==> src/rtl/fifo_ready_queue_scheduler_top_defines.svh <==
// Assertion macros shared by the scheduler modules.
`ifndef FIFO_READY_QUEUE_SCHEDULER_TOP_DEFINES_SVH
`define FIFO_READY_QUEUE_SCHEDULER_TOP_DEFINES_SVH

// Same-cycle implication, checked out of reset.
`define FRQS_ASSERT_NOW(label, clk, rst_n, ante, cons) \
    label: assert property (@(posedge clk) disable iff (!(rst_n)) (ante) |-> (cons)) \
        else $error("frqs assertion failed");

// Next-cycle implication, checked out of reset.
`define FRQS_ASSERT_NEXT(label, clk, rst_n, ante, cons) \
    label: assert property (@(posedge clk) disable iff (!(rst_n)) (ante) |=> (cons)) \
        else $error("frqs assertion failed");

`endif

==> src/rtl/frqs_pkg.sv <==
package frqs_pkg;

    localparam int NUM_THREADS_DEF = 16;
    localparam int QUEUE_DEPTH_DEF = 32;
    localparam int THREAD_ID_W     = 5;
    localparam int SCHED_W         = 4;

    typedef enum logic [1:0] {
        REQ_READY   = 2'd0,
        REQ_PREEMPT = 2'd1,
        REQ_WAIT    = 2'd2,
        REQ_SCHED   = 2'd3
    } t_req;

    typedef enum logic [1:0] {
        RES_OK     = 2'd0,
        RES_BAD_ID = 2'd1,
        RES_EMPTY  = 2'd2,
        RES_FULL   = 2'd3
    } t_status;

    typedef enum logic [1:0] {
        ST_UNUSED  = 2'd0,
        ST_READY   = 2'd1,
        ST_RUNNING = 2'd2,
        ST_WAITING = 2'd3
    } t_tstate;

    typedef struct packed {
        logic push;
        logic pop;
    } t_q_ctrl;

    typedef struct packed {
        logic empty;
        logic full;
    } t_q_stat;

endpackage

==> src/rtl/frqs_cell.sv <==
module frqs_cell (
    input  logic                             i_clk,
    input  logic                             i_load,
    input  logic                             i_shift,
    input  logic [frqs_pkg::THREAD_ID_W-1:0] i_load_id,
    input  logic [frqs_pkg::THREAD_ID_W-1:0] i_next_id,
    output logic [frqs_pkg::THREAD_ID_W-1:0] o_id
);

    logic [frqs_pkg::THREAD_ID_W-1:0] r_id;
    logic [frqs_pkg::THREAD_ID_W-1:0] n_id;

    // A cell takes a new id at the tail, the id of the cell behind it, or holds its own.
    always_comb begin
        if (i_load) begin
            n_id = i_load_id;
        end else if (i_shift) begin
            n_id = i_next_id;
        end else begin
            n_id = r_id;
        end
    end

    always_ff @(posedge i_clk) begin
        r_id <= n_id;
    end

    assign o_id = r_id;

endmodule

==> src/rtl/frqs_queue.sv <==
`include "fifo_ready_queue_scheduler_top_defines.svh"

module frqs_queue #(
    parameter int QUEUE_DEPTH = frqs_pkg::QUEUE_DEPTH_DEF
) (
    input  logic                             i_clk,
    input  logic                             i_rst_n,
    input  frqs_pkg::t_q_ctrl                i_ctrl,
    input  logic [frqs_pkg::THREAD_ID_W-1:0] i_push_id,
    output logic [frqs_pkg::THREAD_ID_W-1:0] o_head_id,
    output frqs_pkg::t_q_stat                o_stat
);

    localparam int CNT_W = $clog2(QUEUE_DEPTH + 1);

    logic [CNT_W-1:0]                 r_count;
    logic [CNT_W-1:0]                 n_count;
    logic [frqs_pkg::THREAD_ID_W-1:0] w_id [QUEUE_DEPTH];

    // The head sits in cell zero; a pop moves every entry one cell forward.
    for (genvar i = 0; i < QUEUE_DEPTH; i++) begin : g_cell
        logic [frqs_pkg::THREAD_ID_W-1:0] w_next;
        if (i == QUEUE_DEPTH - 1) begin : g_last
            assign w_next = '0;
        end else begin : g_mid
            assign w_next = w_id[i+1];
        end
        frqs_cell u_cell (
            .i_clk     (i_clk),
            .i_load    (i_ctrl.push && (r_count == CNT_W'(i))),
            .i_shift   (i_ctrl.pop),
            .i_load_id (i_push_id),
            .i_next_id (w_next),
            .o_id      (w_id[i])
        );
    end

    always_comb begin
        n_count = r_count;
        if (i_ctrl.push) begin
            n_count = r_count + 1'b1;
        end else if (i_ctrl.pop) begin
            n_count = r_count - 1'b1;
        end
    end

    always_ff @(posedge i_clk) begin
        if (!i_rst_n) begin
            r_count <= '0;
        end else begin
            r_count <= n_count;
        end
    end

    assign o_head_id    = w_id[0];
    assign o_stat.empty = (r_count == '0);
    assign o_stat.full  = (r_count == CNT_W'(QUEUE_DEPTH));

    `FRQS_ASSERT_NOW(a_count_range, i_clk, i_rst_n, 1'b1, r_count <= CNT_W'(QUEUE_DEPTH))
    `FRQS_ASSERT_NOW(a_no_push_full, i_clk, i_rst_n, i_ctrl.push, !o_stat.full && !i_ctrl.pop)
    `FRQS_ASSERT_NEXT(a_pop_count, i_clk, i_rst_n, i_ctrl.pop, r_count + 1'b1 == $past(r_count))

endmodule

==> src/rtl/fifo_ready_queue_scheduler_top.sv <==
// Hardware thread scheduler with a FIFO ready queue.
// Input channel (i_in_valid / o_in_ready) carries one request per beat:
// i_req_type selects ready, preempted, waiting or schedule-next, and
// i_thread_id names the thread for the first three. Output channel
// (o_out_valid / i_out_ready) returns exactly one result beat per request:
// o_status, o_sched_thread and o_new_state.
// A request is resolved in the cycle it is accepted and its result is
// registered; up to one request per cycle is taken while results are
// drained. The rate is set by the single output register: o_in_ready is
// high when that register is empty or being read.
// The ready queue is a row of cells; a pop moves every entry one cell
// towards the head, a push loads the first free cell.
// A synchronous reset (i_rst_n low) marks every thread unused and empties
// the queue; queue contents are not cleared and need no clearing pass.
// If the receiver holds i_out_ready low, the result stays on the outputs
// and no new request is accepted until it is taken.
`include "fifo_ready_queue_scheduler_top_defines.svh"

module fifo_ready_queue_scheduler_top #(
    parameter int NUM_THREADS = frqs_pkg::NUM_THREADS_DEF,
    parameter int QUEUE_DEPTH = frqs_pkg::QUEUE_DEPTH_DEF
) (
    input  logic                             i_clk,
    input  logic                             i_rst_n,
    input  logic                             i_in_valid,
    output logic                             o_in_ready,
    input  logic [1:0]                       i_req_type,
    input  logic [frqs_pkg::THREAD_ID_W-1:0] i_thread_id,
    output logic                             o_out_valid,
    input  logic                             i_out_ready,
    output logic [1:0]                       o_status,
    output logic [frqs_pkg::SCHED_W-1:0]     o_sched_thread,
    output logic [1:0]                       o_new_state
);

    localparam int IDX_W = $clog2(NUM_THREADS);

    frqs_pkg::t_tstate r_tstate [NUM_THREADS];

    logic                             r_out_valid;
    frqs_pkg::t_status                r_status;
    frqs_pkg::t_status                n_status;
    logic [frqs_pkg::SCHED_W-1:0]     r_sched;
    logic [frqs_pkg::SCHED_W-1:0]     n_sched;
    frqs_pkg::t_tstate                r_state;
    frqs_pkg::t_tstate                n_state;

    logic                             w_acc;
    frqs_pkg::t_req                   w_req;
    logic                             w_bad_id;
    logic [IDX_W-1:0]                 w_idx;
    logic [IDX_W-1:0]                 w_head_idx;
    logic                             w_we;
    logic [IDX_W-1:0]                 w_wr_idx;
    frqs_pkg::t_tstate                w_wr_state;
    frqs_pkg::t_q_ctrl                w_qctrl;
    frqs_pkg::t_q_stat                w_qstat;
    logic [frqs_pkg::THREAD_ID_W-1:0] w_head_id;

    assign o_in_ready = !r_out_valid || i_out_ready;
    assign w_acc      = i_in_valid && o_in_ready;
    assign w_req      = frqs_pkg::t_req'(i_req_type);
    assign w_bad_id   = int'(i_thread_id) >= NUM_THREADS;
    assign w_idx      = IDX_W'(i_thread_id);
    assign w_head_idx = IDX_W'(w_head_id);

    frqs_queue #(
        .QUEUE_DEPTH (QUEUE_DEPTH)
    ) u_queue (
        .i_clk     (i_clk),
        .i_rst_n   (i_rst_n),
        .i_ctrl    (w_qctrl),
        .i_push_id (i_thread_id),
        .o_head_id (w_head_id),
        .o_stat    (w_qstat)
    );

    always_comb begin
        n_status     = frqs_pkg::RES_OK;
        n_sched      = '0;
        n_state      = frqs_pkg::ST_UNUSED;
        w_we         = 1'b0;
        w_wr_idx     = w_idx;
        w_wr_state   = frqs_pkg::ST_READY;
        w_qctrl.push = 1'b0;
        w_qctrl.pop  = 1'b0;
        case (w_req)
            frqs_pkg::REQ_SCHED: begin
                if (w_qstat.empty) begin
                    n_status = frqs_pkg::RES_EMPTY;
                end else begin
                    w_qctrl.pop = w_acc;
                    w_we        = w_acc;
                    w_wr_idx    = w_head_idx;
                    w_wr_state  = frqs_pkg::ST_RUNNING;
                    n_sched     = w_head_id[frqs_pkg::SCHED_W-1:0];
                    n_state     = frqs_pkg::ST_RUNNING;
                end
            end
            frqs_pkg::REQ_WAIT: begin
                if (w_bad_id) begin
                    n_status = frqs_pkg::RES_BAD_ID;
                end else begin
                    w_we       = w_acc;
                    w_wr_state = frqs_pkg::ST_WAITING;
                    n_state    = frqs_pkg::ST_WAITING;
                end
            end
            frqs_pkg::REQ_READY, frqs_pkg::REQ_PREEMPT: begin
                if (w_bad_id) begin
                    n_status = frqs_pkg::RES_BAD_ID;
                end else if (w_qstat.full) begin
                    // The append is dropped and the thread keeps its state.
                    n_status = frqs_pkg::RES_FULL;
                    n_state  = r_tstate[w_idx];
                end else begin
                    w_qctrl.push = w_acc;
                    w_we         = w_acc;
                    n_state      = frqs_pkg::ST_READY;
                end
            end
            default: begin
                n_status = frqs_pkg::RES_OK;
            end
        endcase
    end

    always_ff @(posedge i_clk) begin
        if (!i_rst_n) begin
            for (int i = 0; i < NUM_THREADS; i++) begin
                r_tstate[i] <= frqs_pkg::ST_UNUSED;
            end
        end else if (w_we) begin
            r_tstate[w_wr_idx] <= w_wr_state;
        end
    end

    always_ff @(posedge i_clk) begin
        if (!i_rst_n) begin
            r_out_valid <= 1'b0;
        end else if (o_in_ready) begin
            r_out_valid <= i_in_valid;
        end
    end

    always_ff @(posedge i_clk) begin
        if (w_acc) begin
            r_status <= n_status;
            r_sched  <= n_sched;
            r_state  <= n_state;
        end
    end

    assign o_out_valid    = r_out_valid;
    assign o_status       = r_status;
    assign o_sched_thread = r_sched;
    assign o_new_state    = r_state;

    `FRQS_ASSERT_NEXT(a_sched_running, i_clk, i_rst_n,
        w_acc && (w_req == frqs_pkg::REQ_SCHED) && !w_qstat.empty,
        r_tstate[$past(w_head_idx)] == frqs_pkg::ST_RUNNING)
    `FRQS_ASSERT_NEXT(a_wait_marks, i_clk, i_rst_n,
        w_acc && (w_req == frqs_pkg::REQ_WAIT) && !w_bad_id,
        r_tstate[$past(w_idx)] == frqs_pkg::ST_WAITING)
    `FRQS_ASSERT_NOW(a_bad_id_quiet, i_clk, i_rst_n,
        r_out_valid && (r_status == frqs_pkg::RES_BAD_ID),
        (r_sched == '0) && (r_state == frqs_pkg::ST_UNUSED))

endmodule

==> config.mk <==
export PLATFORM = sky130hd
export DESIGN_NAME = fifo_ready_queue_scheduler_top
export DESIGN_NICKNAME = d
export VERILOG_FILES = /design/src/rtl/frqs_pkg.sv /design/src/rtl/frqs_cell.sv /design/src/rtl/frqs_queue.sv /design/src/rtl/fifo_ready_queue_scheduler_top.sv
export VERILOG_INCLUDE_DIRS = /design/src /design/src/rtl
export SDC_FILE = /design/constraint.sdc
export NUM_CORES = 1
export LEC_CHECK = 0
export ABC_AREA = 1
export BUFFER_PORTS_ARGS = -buffer_cell sky130_fd_sc_hd__buf_2
export CAP_MARGIN = 20
export CORE_MARGIN = 2
export CORE_UTILIZATION = 42
export CTS_CLUSTER_SIZE = 24
export DETAILED_ROUTE_END_ITERATION = 7
export PLACE_DENSITY = 0.63
export RECOVER_POWER = 50
export SLEW_MARGIN = 25
export SYNTH_ARGS = -nofsm -noshare
export SYNTH_HDL_FRONTEND = slang
export SYNTH_HIERARCHICAL = 1
export SYNTH_SLANG_ARGS = --single-unit
==> constraint.sdc <==
create_clock -name i_clk -period 7.8 [get_ports i_clk]
set_input_delay 0 -clock i_clk [delete_from_list [all_inputs] [get_ports i_clk]]
set_output_delay 0 -clock i_clk [all_outputs]
set_load 0.05 [all_outputs]
; ---- Word level (Yosys, flattened, before mapping)
; Memory sizes are Yosys's and may differ from the RTL's.
; Cells that the tools add are included.
[word_totals]
register_bits = 143
ramBits = 32
in_bits = 11
output_inout_bits = 10
n_memories = 1
[classes]
add_sub_neg = 2
n_lt_le_gt_ge = 1
n_eq_ne = 35
muxes = 95
bitwise_logic = 1
n_reduce_logical = 73
[mem_list]
columns = name, depth, word_bits, rd, rd_ports_with_merged_regs, write_ports, line_no
row1 = r_tstate, 16, 2, 1, 0, 16, fifo_ready_queue_scheduler_top.sv:38  ; frqs_pkg::t_tstate r_tstate [NUM_THREADS];
[op_table]
columns = operator, count
row1 = two-way mux 4 bit, 67
row2 = "equality test 6 x 5 -> 1 bit, second input constant", 16
row3 = nonzero test 2 bit, 33
row4 = "equality test 6 x 4 -> 1 bit, second input constant", 8
row5 = logical AND 1 bit, 33
row6 = "equality test 6 x 3 -> 1 bit, second input constant", 4
row7 = two-way mux 2 bit, 10
row8 = "equality test 6 x 2 -> 1 bit, second input constant", 2
row9 = two-way mux 1 bit, 12
row10 = two-way mux 6 bit, 2
row11 = case mux 2 bit (3 select lines), 2
row12 = "adder 6 x 1 -> 6 bit, second input constant", 1
row13 = "equality test 6 x 1 -> 1 bit, second input constant", 1
row14 = "equality test 6 bit, second input constant", 1
row15 = zero test 6 bit, 1
row16 = OR reduction 2 bit, 3
row17 = "subtractor 6 x 1 -> 6 bit, second input constant", 1
row18 = ">= comparator 5 bit, second input constant", 1
row19 = "equality test 2 bit, second input constant", 2
row20 = case mux 2 bit (2 select lines), 1
row21 = case mux 1 bit (3 select lines), 1
row22 = "equality test 2 x 1 -> 1 bit, second input constant", 1
row23 = zero test 2 bit, 1
row24 = zero test 1 bit, 1
row25 = 2 further kinds, 2

; ---- Longest topological paths before layout
; Gate-level depths: netlist of run 1.
[logic_depth]
depth_word = 11
mapped_depth = 16
ltp_nobuf = 15

; ---- By module
; Netlist of run 1, hierarchy kept.
[by_module_without_submodules]
columns = module, n_inst, cells_each, area_each_um2
row1 = frqs_cell, 32, 22, 216.5
row2 = fifo_ready_queue_scheduler_top, 1, 247, 2127.0
row3 = frqs_queue, 1, 121, 620.6

; ---- Worst setup path before layout of run 1
; Ideal clock, no wire load.
[synth_timing]
path_kind = reg2reg
from = register r_out_valid, in the netlist o_out_valid
to = register u_queue.g_cell[10].u_cell.r_id, in the netlist u_queue/g_cell[10].u_cell/o_id[0], enable pin
arrival_ps = 2767
setup_slack_ps = 4720
path_stages_with_launch = 8
path_buffers = 1
period_less_slack_ps = 3080
cell_sequence = dfxtp_1 > nand2_1 > nand2_1 > nor4_1 > nand3_1 > buf_4 > nor2_1 > or2_1
[synth_rtl]
columns = element, line_no
row1 = "start, declared", fifo_ready_queue_scheduler_top.sv:40  ; logic r_out_valid;
row2 = "start signal, assigned", fifo_ready_queue_scheduler_top.sv:142  ; r_out_valid <= i_in_valid;
row3 = "end signal, assigned", frqs_cell.sv:25  ; r_id <= n_id;
row4 = "end, declared", frqs_cell.sv:10  ; logic [frqs_pkg::THREAD_ID_W-1:0] r_id;

==> impl_metrics.toml, run 1 <==
[cells_and_area]
final_cell_mix = "499 x nand2_1, 168 x edfxtp_1, 88 x nor2_1"
final_common_cell = "nand2_1"
layout-drive-gt1-share_pct = 6.93
multi_input_area_um2 = 2810
regArea_um2 = 5180
nets = 997
final_core_util_pct = 48.2
diodes = 0
finalInstanceArea_um2 = 9370
area_delta_synth_final_pct = 12.2
fillCellCount = 1854

[job]
maxCapViolCount = 2

[floorplan]
coreArea_um2 = 19500
die_h_um = 145
initial_core_util_pct = 42.9
io_pins = 21
dieArea_um2 = 21000
die_w_um = 145
num_rows = 51

[status]
status = "complete, but fails checks"
violations = "max-capacitance violations, max-slew violations"

[grt]
grt_overflow = 0
antenna_found_initial = 0
grt_max_degree = 50
grt_usage_pct = 17.4
grt_pass1_wl_mm = 29.2
grt_pass1_vias = 5928

[hold_path]
hp-class = "primary input to flip-flop"
hold_path_startpoint = "i_in_valid"

[worst_setup_path]
slowest_stage = "nor2_1"
worstPathArrival_ns = 5.67
cp_cell_sequence = "inv_1 -> ha_1 -> inv_1 -> nor2_1 -> inv_1 -> nor3_1 -> nor2_1 -> clkinv_1 -> nor2_2 -> clkbuf_1 -> inv_1 -> nor2_1 -> nand4_1 -> a21oi_1 -> nor2_1"
path_delay_family = "simple AND/OR/NAND/NOR gates"
cp-end-kind = "flip-flop"
setup.worst_path.class = "flip-flop to flip-flop"
crit_start = "u_queue/r_count[0]"
cp_slowest_stage_delay_ns = 1.57
cp-start-kind = "flip-flop"
worstPathMaxFanout = 34
crit_required_ns = 8.12
r2r_start = "u_queue/r_count[0]"
crit_buf_inv = 6

[power]
leakage_nw = 3.99
powerDensity_nw_per_um2 = 224
ir_drop_v = 0.000163

[sta]
finalHoldViolCount = 0
rsz0062_at_grt = "false"
slew_viol_final = 61
hold_ws_ns = 0.0276
fmax_ghz = 0.187
finClkSkew_ns = 0.0101
setup_viol = 0
worstMarginPinSlew_ns = 2.10
fin_crit_ns = 5.35
final.setup.tns_ns = 0
slew_headroom_pct = -40.8
period_share_pct = 68.6

[cts]
cts.sinks = 175
htree_levels = 4
clock_latency_ns = 0.43
cts_tree = "done"
clockBufferDepth = 2
postCtsSetupBuffers = 0
cts-buffers-inserted = 17
path_clk_slew_ns = 0.06
cts-root-buf = "clkbuf_16"

[drt]
wl_mm = 17.7
drcViolationCount = 0
routedWlPerCell_um = 14.1
drtAntennaViolNets = 0
viasPerCell = 4.83
vias = 6090
drt-initial-drc-count = 476
firstDrtPassIters = 6

[synthesis]
synthCells = 944
yosys_warnings = 6
syn_area_um2 = 8350
avgSynthCellArea_um2 = 8.85

[place]
detailed_place_hpwl_mm = 11.0
postPlaceCellArea_um2 = 8780
gp_congestion = 0.818
io_buffers = 20
## cell type report
class                   count  area share (%)
flip-flops and latches    175            55.3
multi-input cells         687            29.9
clock buffers              17            4.54
well taps                 265            3.54
repair buffers             27            1.51
inverters                  74            2.96
clock inverters            15            2.19
## stage by stage
| step | setup slack, ns | cells | total power [mW] |
|---|---|---|---|
| after floorplan | 4.78 | 947 | 1.16 |
| after global placement | 4.02 | 1226 | 1.21 |
| after detailed placement | 3.88 | 1226 | 1.21 |
| after CTS | 3.86 | 1260 | 2.12 |
| after global routing | 1.78 | 1260 | 2.16 |
| final | 2.45 | 1260 | 2.10 |
## power by group
group | switching, mW | internal, mW
clock network | 0.370 | 0.541
registers | 0.00934 | 1.05
logic | 0.0985 | 0.0289
## tightest hold or removal path: stages
cell,delay [ns]
buf_2,0.10
nand2_1,0.19
a21boi_0,0.12
## path summary, 6_finish.rpt
path | end | slack (ns) | depth (start not counted)
setup / recovery | u_queue/r_count[5] | 2.45 | 15
hold / removal | o_out_valid | 0.03 | 3
setup reg to reg | u_queue/r_count[5] | 2.45 | 15
hold reg to reg | u_queue/g_cell[26].u_cell/o_id[2] | 0.51 | 2
## flip-flops by register name, summed over array words and instances, names as in the netlist
register and flops:
o_status 2, r_tstate 32, u_queue/r_count 6, o_new_state 2, o_out_valid 1, o_sched_thread 4
u_queue/g_cell.u_cell/o_id 128
## metal layers
metal  up-vias  wire length (um)  GRT usage (%)  part of all wire, %
met4         0               225           5.20                  1.3
met3        19               728           3.36                  4.1
li1       3093                 -              -                    -
met5         -                 0              0                    0
met2       128              8640           29.7                   49
met1      2850              8140           22.6                   46
## what timing repair did
action | 4_1_cts | 5_1_grt
hold endpoints to repair | 2 | 0
endpoints found under the setup margin | 0 | 0
gates resized for setup | 0 | 0
hold buffers | 2 | 0
Power figures use the tool's default switching activity.
==> run 2, diff against run 1 <==
==> constraint.sdc (replaced) <==
create_clock -name i_clk -period 5 [get_ports i_clk]
set_input_delay 0 -clock i_clk [delete_from_list [all_inputs] [get_ports i_clk]]
set_output_delay 0 -clock i_clk [all_outputs]
set_load 0.05 [all_outputs]
==> impl_metrics.toml, run 2 (same netlist as run 1, synthesis figures left out) <==
[status]
status = "complete, but fails checks"
violations = "max-capacitance violations, max-slew violations"

[place]
postPlaceCellArea_um2 = 8780
io_buffers = 20
detailed_place_hpwl_mm = 11.3
dpl_worst_slack_ns = 0.991
dp_cells = 1226
gp_congestion = 0.850

[cells_and_area]
regArea_um2 = 5180
final_core_util_pct = 48.1
finalNonFillerCells = 1260
diodes = 0
area_delta_synth_final_pct = 12.0
nets = 997
final_common_cell = "nand2_1"
multi_input_area_um2 = 2810
finalInstanceArea_um2 = 9360
final_cell_mix = "500 x nand2_1, 168 x edfxtp_1, 87 x nor2_1"
largest_reg_flops = 128
layout-drive-gt1-share_pct = 7.44
fillCellCount = 1808

[sta]
rsz0062_at_grt = "false"
slew_headroom_pct = -23.2
setup_viol = 0
fin_ws_ns = 0.929
fmax_ghz = 0.246
period_share_pct = 81.4
fin_crit_ns = 4.07
finClkSkew_ns = 0.0150
slew_viol_final = 35
hold_ws_ns = 0.0120
final.setup.tns_ns = 0
worstMarginPinSlew_ns = 1.85
finalHoldViolCount = 0

[cts]
cts_hold_buffers = 2
postCtsSetupBuffers = 0
cts.sinks = 175
cts_resized = 0
cts-buffers-inserted = 17
path_clk_slew_ns = 0.07
cts-root-buf = "clkbuf_16"
cts_tree = "done"
clockBufferDepth = 2
htree_levels = 4
clock_latency_ns = 0.44

[drt]
drcViolationCount = 0
wl_mm = 17.9
drtAntennaViolNets = 0
vias = 6062
viasPerCell = 4.81
routedWlPerCell_um = 14.2
firstDrtPassIters = 4
drt-initial-drc-count = 433

[worst_setup_path]
reg2reg_to = "u_queue/r_count[3]"
cp_cell_sequence = "inv_1 -> ha_1 -> inv_1 -> nor2_1 -> inv_1 -> nor3_1 -> nor2_8 -> inv_1 -> nor2_2 -> clkbuf_1 -> inv_1 -> nor2_1 -> nand3_1 -> a21oi_1 -> nor2_1"
critPathMostFrequentCell = "inv_1"
regToRegSetupSlack_ns = 0.93
crit_start = "u_queue/r_count[0]"
setup.worst_path.class = "flip-flop to flip-flop"
worstPathMaxFanout = 34
endpoint = "u_queue/r_count[3]"
crit_required_ns = 5.33
worstPathArrival_ns = 4.40
cp-start-kind = "flip-flop"
r2r_start = "u_queue/r_count[0]"
slowest_stage = "clkbuf_1"
cp-end-kind = "flip-flop"
cp_slowest_stage_delay_ns = 1.32
r2r_cells = 15

[hold_path]
hold_path_startpoint = "i_in_valid"
hp-class = "primary input to flip-flop"
whs_path_depth = 3

[grt]
grt_pass1_vias = 5884
grt_max_degree = 50
antenna_found_initial = 0
grt_overflow = 0
grt_usage_pct = 17.6
grt_pass1_wl_mm = 29.1

[job]
maxCapViolCount = 1

[floorplan]
die_h_um = 145
initial_core_util_pct = 42.9
io_pins = 21
dieArea_um2 = 21000
num_rows = 51
coreArea_um2 = 19500
die_w_um = 145

[power]
powerDensity_nw_per_um2 = 345
ir_drop_v = 0.000253
leakage_nw = 3.98
finalPower_mw = 3.23
==> run 2: routing by layer <==
metal  up-vias  wire length, um  share of wire [%]  GRT usage (%)
met1      2817             8210                 46           22.9
li1       3086                -                  -              -
met4         0              276                1.5           6.68
met5         -                0                  0              0
met2       135             8580                 48           29.0
met3        24              808                4.5           3.58
==> run 2: power breakdown <==
group	leakage (nW)	switching (mW)	total, mW	internal (mW)
clock network	0.294	0.581	1.37	0.793
logic	2.07	0.155	0.201	0.0457
registers	1.62	0.0147	1.66	1.64
total	3.98	0.751	3.23	2.48
==> run 2: worst max-delay path, delay by kind of cell (launching register included) <==
| family | cells | cell delay, ns |
|---|---|---|
| AOI/OAI and AO/OA | 1 | 0.17 |
| DFF | 1 | 0.43 |
| adders and majority gates | 1 | 0.27 |
| and+or+nand+nor | 7 | 1.15 |
| buffers and inverters | 6 | 1.92 |
==> run 2: worst min-delay path by stage <==
stage	slack, ns	endpoint
4_1_cts	0.005	o_out_valid
3_5_place_dp	0.32	o_out_valid
2_1_floorplan	0.12	u_queue/r_count[3]
5_1_grt	0.03	o_out_valid
6_report	0.01	o_out_valid
3_3_place_gp	0.31	o_out_valid
==> run 2: layout make-up <==
class,instances,area share (%)
Sequential cell,175,55.4
Multi-Input combinational cell,687,30.1
Clock buffer,17,4.55
Inverter,74,2.97
Tap cell,265,3.54
Clock inverter,15,1.95
Timing Repair Buffer,27,1.51
